`src/rtl/core/rbat_pkg.sv`:
```
package rbat_pkg;

	// field widths
	localparam int COORD_W   = 6;
	localparam int ALPHA_W   = 8;
	localparam int OFS_W     = 26;
	localparam int TS_W      = 16;
	localparam int RAD_W     = 24;
	localparam int STR_W     = 16;
	localparam int FO_W      = 16;
	localparam int CFG_W     = 26;
	localparam int CFG_IDX_W = 3;

	// fixed point
	localparam int D_W       = 32;            // signed axis offset, Q.13
	localparam int AD_W      = D_W - 1;       // its magnitude
	localparam int SQ_W      = 2 * AD_W;      // one squared axis
	localparam int D2_W      = SQ_W + 1;      // squared distance
	localparam int R_W       = RAD_W + 5;     // radius in Q.13
	localparam int R2_W      = 2 * R_W;       // squared radius
	localparam int Q_W       = 15;            // Q.15 quotients
	localparam int INFL_W    = 16;
	localparam int ONE_Q15   = 32768;
	localparam int MIN_FALLOFF_Q15 = 32;
	localparam int ACC_SHIFT = 29;
	localparam int DELTA_W   = STR_W + INFL_W + 8;
	localparam int ACC_W     = DELTA_W + 1;

	// defaults
	localparam int MAP_SIDE_DEF    = 64;
	localparam int QUEUE_DEPTH_DEF = 8;
	localparam int FRONT_STAGES    = 3;

	typedef enum logic [CFG_IDX_W-1:0] {
		REG_OFFSET_X   = 3'd0,
		REG_OFFSET_Y   = 3'd1,
		REG_TEXEL_SIZE = 3'd2,
		REG_RADIUS     = 3'd3,
		REG_STRENGTH   = 3'd4,
		REG_FALLOFF    = 3'd5,
		REG_ERASE_MODE = 3'd6
	} cfg_reg_t;

	typedef struct packed {
		logic [COORD_W-1:0] texel_col;
		logic [COORD_W-1:0] texel_row;
		logic [ALPHA_W-1:0] alpha_in;
	} item_t;

	typedef struct packed {
		logic [ALPHA_W-1:0] alpha_out;
		logic               inside_brush;
	} result_t;

	typedef struct packed {
		logic signed [OFS_W-1:0] offset_x;
		logic signed [OFS_W-1:0] offset_y;
		logic [TS_W-1:0]         texel_size;
		logic [RAD_W-1:0]        radius;
		logic [STR_W-1:0]        strength;
		logic [FO_W-1:0]         falloff;
		logic                    erase_mode;
	} cfg_t;

	// classified texel handed from front to back
	typedef struct packed {
		logic               in_brush;
		logic [ALPHA_W-1:0] alpha;
		logic [R2_W-1:0]    d2;
	} qent_t;

	typedef struct packed {
		logic nearly_full;
		logic empty;
	} qstat_t;

endpackage

```
`src/rtl/core/rbat_queue.sv`:
```
module rbat_queue import rbat_pkg::*; #(
	parameter int DEPTH = QUEUE_DEPTH_DEF
) (
	input  logic   clk,
	input  logic   arst_n,
	input  logic   push,
	input  qent_t  push_data,
	output logic   out_valid,
	output qent_t  out_data,
	output qstat_t stat
);

	localparam int PTR_W = $clog2(DEPTH);
	localparam int CNT_W = $clog2(DEPTH + 1);

	qent_t            mem [DEPTH];
	logic [PTR_W-1:0] wr_q, rd_q;
	logic [CNT_W-1:0] cnt_q;
	logic             pop;

	// the back end never stalls, so drain whenever something is held
	assign pop              = (cnt_q != '0);
	assign stat.empty       = (cnt_q == '0);
	assign stat.nearly_full = (cnt_q >= CNT_W'(DEPTH - FRONT_STAGES));

	always_ff @(posedge clk) begin
		if (push) begin
			mem[wr_q] <= push_data;
		end
		out_data <= mem[rd_q];
	end

	always_ff @(posedge clk or negedge arst_n) begin
		if (!arst_n) begin
			wr_q      <= '0;
			rd_q      <= '0;
			cnt_q     <= '0;
			out_valid <= 1'b0;
		end else begin
			out_valid <= pop;
			if (push) begin
				wr_q <= (wr_q == PTR_W'(DEPTH - 1)) ? '0 : wr_q + 1'b1;
			end
			if (pop) begin
				rd_q <= (rd_q == PTR_W'(DEPTH - 1)) ? '0 : rd_q + 1'b1;
			end
			cnt_q <= cnt_q + CNT_W'(push) - CNT_W'(pop);
		end
	end

endmodule

```
`config.mk`:
```
export PLATFORM = sky130hd
export DESIGN_NAME = rbat_queue
export DESIGN_NICKNAME = d
export VERILOG_FILES = /design/src/rtl/core/rbat_pkg.sv /design/src/rtl/core/rbat_queue.sv
export SDC_FILE = /design/constraint.sdc
export NUM_CORES = 1
export LEC_CHECK = 0
export BUFFER_PORTS_ARGS = -buffer_cell sky130_fd_sc_hd__buf_2
export CAP_MARGIN = 30
export CORE_MARGIN = 2
export CORE_UTILIZATION = 50
export DETAILED_ROUTE_END_ITERATION = 16
export GPL_ROUTABILITY_DRIVEN = 0
export PLACE_DENSITY = 0.67
export SLEW_MARGIN = 15
export SYNTH_ARGS = -nofsm -noshare
export SYNTH_HDL_FRONTEND = slang
export SYNTH_SLANG_ARGS = --single-unit
```
`constraint.sdc`:
```
create_clock -name clk -period 11.6 [get_ports clk]
set_input_delay 0.58 -clock clk [delete_from_list [all_inputs] [get_ports clk]]
set_output_delay 0.58 -clock clk [all_outputs]
set_load 0.005 [all_outputs]
```
==> results of run 1 <==
[kinds of logic after synthesis]
group | count (synthesis)
buffers and inverters | 48
AOI/OAI and AO/OA | 6
xor gates and xnor gates | 2
muxes | 204
DFF | 614
and+or+nand+nor | 20
adders and majority gates | 11
[state kept, by name, summed over array words and instances, names as in the netlist]
name,count
rd_q,3
out_data,67
out_valid,1
cnt_q,4
mem,536
wr_q,3
[layer usage]
metal | up-vias | wire length (um)
met5 | - | 56
li1 | 4143 | -
met3 | 89 | 2010
met2 | 191 | 19800
met4 | 8 | 1240
met1 | 4966 | 17700
[path summary, 6_finish.rpt]
check / startpoint / depth (start not counted) / slack, ns / end
worst max register to register: rd_q[0] / 4 / 8.74 / out_data[21]
max in group asynchronous: arst_n / 2 / 11.00 / rd_q[1]
worst min-delay path: push_data[62] / 1 / 0.24 / mem[5][62]
worst min register to register: wr_q[2] / 1 / 0.57 / wr_q[2]
worst max-delay path: rd_q[0] / 4 / 8.74 / out_data[21]
min in group asynchronous: arst_n / 2 / 0.37 / out_valid
[Yosys cell counts (all sizes together) (5+ instances only)]
cell	count	area, um^2
edfxtp	536	16100
mux4	134	3020
mux2	70	788
dfxtp	67	1340
buf	23	151
clkbuf	15	56.3
dfrtp	11	275
ha	10	125
inv	10	37.5
nor2	7	26.3
nand2	5	18.8
[area by class of cell]
class	count	area, um^2	share of cell area
flip-flops and latches	614	17700	0.695
multi-input cells	243	4150	0.163
repair buffers	159	933	0.0366
inverters	10	37.5	0.00147
clock buffers	72	1550	0.0606
diodes	4	10.0	0.000393
clock inverters	36	360	0.0141
well taps	585	732	0.0287
[timing repair]
action | CTS | global route
hold buffers | 1 | 0
resized for setup | 0 | 0
hold endpoints to repair | 11 | 0
[where the power goes]
part | switching [uW] | internal [uW] | leakage [uW]
logic | 711 | 815 | 0.00199
clock network | 781 | 1100 | 0.000930
registers | 182 | 2840 | 0.00556
[critical path: cells and delay by family, from the launching register on]
kind     cells  cell delay, ns
buf+inv      2            1.04
mux          2            0.90
flops        1            0.72
[metrics by stage]
step / utilization / power, uW / area, um^2 / worst slack, ns
after CTS: 0.589 / 6530 / 25500 / 8.69
after floorplan: - / 4130 / 22100 / 5.80
after global placement: 0.542 / 4590 / 23400 / 8.51
after global routing: 0.589 / 6730 / 25500 / 8.52
final: 0.589 / 6430 / 25500 / 8.74
after detailed placement: 0.545 / 4650 / 23600 / 8.51
==> results.md, run 1 <==
* Pleak at 0.00848 uW
* Crit path launch type: register
* Final ANT Viol Nets at 0
* Crit end category: register
* DR DRC count at 0
* CP Max Fanout at 45
* Drt first-iter violations at 680
* Max frequency at 350 MHz
* Total congestion overflow at 0
* Starting Density at 0.510
* DP HPWL at 21.6 mm
* Non-Filler Instances at 1,723
* Mux contribution to synthesized area at 0.173
* Die Wd at 214 um
* Largest family of logic cells by synthesized area: multiplexers
* Worst min-delay path category: input port to register
* Worst-margin pin slew at 0.953 ns
* Drt pass-1 iters at 4
* Post-synth ARST share at 0.0179
* Initial antenna violation count at 7
* Yosys Warn Count at 0
* Grt met2 use at 0.292
* First-pass GRT wire length at 61.8 mm
* Slew Viols, Final at 0
* IO Count at 140
* Largest net degree at the start of global routing at 70
* Max cap viols at 0
* Clock root cell: clkbuf_16
* Critical-path top delay cell: buf_4
* Sequential share of the synthesized area at 0.803
* Worst vdd ir at 0.000147 V
* Most frequent cells in the layout: 536 x edfxtp_1, 139 x buf_2, 134 x mux4_2, 70 x mux2_2, 67 x dfxtp_1
* CTS HTree Levels at 2
* Gr usage total at 0.181
* Unrepaired setup endpoints after global routing: false
* Die area at 0.0458 mm^2
* Fill cells at 3,050
* Clock buffer count from CTS at 58
* Setup TNS at 0 ns
* Slew margin rel. at 0.365
* Total number of vias at 9,397
* Layout Nets at 1,167
* Most common cell after layout, fill and taps aside: edfxtp_1
* Simple-Gate Fraction of Synth Area at 0.00425
* WL final at 40.8 mm
* WP data required at 12.09 ns
* Post-Synth Adder-Cell Area at 0.00658
* Post-synth EDFFs at 536
* Cell row count at 76
* Hold slack at 0.243 ns
* Worst path arrival time at 3.34 ns
* CTS tree: done
* CP cell instances: buf_16, buf_4, mux4_2, mux2_2
* Area share of xor/xnor cells in the synthesized design at 0.000794
* Post-CTS Setup Inserts at 0
* Final setup viols at 0
* Total clock sinks at 614
* Post-placement cell count at 1,610
* Flip-flop and latch count after synthesis at 614
* Cell area power density at 252 mW/mm^2
* Syn Area/Cell at 24.4 um^2
* Worst stage delay on the critical path at 0.73 ns
* Synth cell types at 23
* Port bufs at 139
* Clk Latency, worst-skew pair at 0.60 ns
* Routed WL per cell at 23.7 um
* Gr busiest metal: met2
* Synth Net Count at 986
* Core Box Area at 0.0433 mm^2
* Tmin final at 2.86 ns
* Compound-Gate Fraction of Synth Area at 0.00159
* Met3 usage at 0.0394
* CTS max path bufs at 3
* Chip height at 214 um
* GR Util met1 at 0.244
* Final Cycle Share at 0.246
* Final Skew at 0.0186 ns
* Area delta synth->final at 15.6%
* Status: complete, no violations
* Worst-path clk slew at 0.06 ns
* Post-Syn Area at 0.0221 mm^2
* Vias in the first global route at 10,000
* Layout cells sized above 1 at 0.406
* Setup CP Type: register to register
* Most used DFF post-synth: edfxtp_1
* Via/cell ratio at 5.45
* Final count of hold timing violations at 0
* Post-Syn Instances at 905
(Power assumes the default switching activity.)
==> run 2: changes to the inputs <==
- clock period: 11.6 -> 2.7 ns (I/O delays scaled with it)
==> run 2 against run 1 <==
  * Sequential power increased to 4.3 times the previous value
  * Power grew to 4.4 times the previous value
  * Critical path depth up 6
  * Sequential cell count unchanged
  * Die area is the same
  * Worst setup slack lost 8.2 ns
  * Critical path type unchanged
  * Critical endpoint is now cnt_q[2]
==> results.md, run 2 (same netlist as run 1, synthesis figures left out) <==
* Post-placement cell count at 1,624 (+0.87%)
* Initial antenna violation count at 2 (-5)
* Number of flip-flops under the largest register name at 536 (unchanged)
* Clock root cell: clkbuf_16
* Drt pass-1 iters at 4 (unchanged)
* Slew Viols, Final at 0 (unchanged)
* Final ANT Viol Nets at 0 (unchanged)
* Core Box Area at 0.0433 mm^2 (unchanged)
* Drt first-iter violations at 602 (-11%)
* FF-to-FF path depth at 10 (+6)
* CP Max Fanout at 2 (-96%)
* Clock buffer count from CTS at 59 (+1.7%)
* Clk Latency, worst-skew pair at 0.60 ns (about the same)
* Port bufs at 139 (unchanged)
* Core Util, Final at 0.612 (+0.0224)
* Critical path launch point: cnt_q[2]
* Critical path endpoint: cnt_q[2]
* Layout Nets at 1,251 (+7.2%)
* Gr usage total at 0.180 (-0.000348)
* Total clock sinks at 614 (unchanged)
* Net Switching at 7230 uW (+330%)
* R2R setup slack at 0.54 ns (-8.20 ns)
* WP data required at 3.17 ns (-8.92 ns)
* Layout cells sized above 1 at 0.391 (-0.0143)
* Post-CTS Setup Inserts at 0 (unchanged)
* Switching Share at 0.258 (-0.00264)
* Placement Setup Slack at 0.555 ns (-7.95 ns)
* Die area at 0.0458 mm^2 (unchanged)
* Area delta synth->final at 20.0%
* IO Count at 140 (unchanged)
* Hold_sp: push_data[4]
* Total congestion overflow at 0 (unchanged)
* RR Endpoint: cnt_q[2]
* Crit path launch type: register
* Setup CP Type: register to register
* Pleak at 0.00891 uW (+5.1%)
* Status: complete, no violations
* Chip height at 214 um (unchanged)
* WL final at 40.5 mm (-0.77%)
* Worst-path clk slew at 0.06 ns (about the same)
* Non-Filler Instances at 1,805 (+4.8%)
* R2R Path Start: cnt_q[2]
* Cell row count at 76 (unchanged)
* Largest registers: mem (536), out_data (67), cnt_q (4)
* Cts repair resizes at 0 (unchanged)
* Die Wd at 214 um (unchanged)
* Slew margin rel. at 0.506 (+0.141)
* DP HPWL at 21.4 mm (-1.1%)
* Worst-margin pin slew at 0.741 ns (-0.212 ns)
* Vias in the first global route at 10,400 (+3.7%)
* Tmin final at 2.16 ns (-0.700 ns)
* DR DRC count at 0 (unchanged)
* Max frequency at 464 MHz (+32%)
* Via/cell ratio at 5.34 (-2.1%)
* CTS HTree Levels at 2 (unchanged)
* Starting Density at 0.510 (unchanged)
* Worst min-delay path category: input port to register
* Comb power frac at 0.242 (+0.005)
* Most frequent cells in the layout: 536 x edfxtp_1, 139 x buf_2, 134 x mux4_2, 70 x mux2_2, 70 x dlygate4sd3_1
* Cell area power density at 1060 mW/mm^2 (+320%)
* Int Power at 20,800 uW (+340%)
* Total number of vias at 9,634 (+2.5%)
* First-pass GRT wire length at 62.3 mm (+0.80%)
* Worst path arrival time at 2.63 ns (-0.71 ns)
* Sequential share of power at 0.468 (-0.002)
* Final Skew at 0.0149 ns (-0.00375 ns)
* Hold slack at 0.337 ns (+0.0938 ns)
* CTS Hold Buffers Added at 70 (+69)
* Clock power frac at 0.290 (-0.002)
* Final count of hold timing violations at 0 (unchanged)
* Final Cycle Share at 0.799 (+0.552)
* Most common cell after layout, fill and taps aside: edfxtp_1
* Largest register by flop count: mem
* Fill cells at 2,997 (-1.7%)
* Unrepaired setup endpoints after global routing: false
* Routed WL per cell at 22.4 um (-5.3%)
* Largest net degree at the start of global routing at 52 (-26%)
* Setup slack after layout at 0.544 ns (-8.20 ns)
* CTS max path bufs at 3 (unchanged)
* Crit end category: register
* Worst vdd ir at 0.000631 V (+330%)
* Final setup viols at 0 (unchanged)
* Max cap viols at 0 (unchanged)
* CTS tree: done
==> run 2: area by class of cell <==
cell class                 count  area, um^2  area share
inverter                      10        37.5     0.00142
clock buffer                  85        1740      0.0656
multi-input combinational    243        4170       0.157
clock inverter                25         224     0.00846
tap                          585         732      0.0277
timing repair buffer         242        1840      0.0697
sequential                   614       17700       0.670
antenna                        1        2.50   0.0000946
==> run 2: critical path, stage by stage (launching register included) <==
cell and delay [ns]:
dfrtp_1 0.38, inv_1 0.08, ha_1 0.15, nor3b_1 0.24, inv_1 0.09, ha_1 0.29, inv_1 0.05, ha_1 0.16
inv_1 0.06, fa_1 0.40, xnor2_1 0.13
==> run 2: power groups by stage <==
stage	Clock [uW]	Combinational, uW	Sequential [uW]
after floorplan	0	4870	12800
after global placement	0	6760	13300
after detailed placement	0	6850	13300
after CTS	8310	6980	13200
after global routing	8680	7390	13300
final	8140	6780	13100
==> run 2: worst min-delay path by stage <==
stage / slack, ns / depth (start not counted) / endpoint
5_1_grt: 0.34 / 2 / mem[7][4]
4_1_cts: 0.30 / 2 / mem[2][9]
3_3_place_gp: 0.03 / 1 / cnt_q[0]
2_1_floorplan: -0.16 / 0 / cnt_q[0]
6_report: 0.34 / 2 / mem[7][4]
3_5_place_dp: 0.03 / 1 / cnt_q[0]
==> run 2: stage by stage <==
step                      setup TNS (ns)  cell area (um^2)  power, uW
after floorplan                   -48.72             22100      17700
after global placement                 0             23800      20100
after detailed placement               0             23800      20200
after CTS                              0             26500      28500
after global routing                   0             26500      29400
final                                  0             26500      28000
==> run 2: per-layer routing <==
metal  routed length, um  vias up  track usage
li1                    -     4305            -
met1               17900     5054        0.253
met2               19900      215        0.295
met3                1920       58       0.0316
met4                 813        2       0.0520
met5                  13        -            0
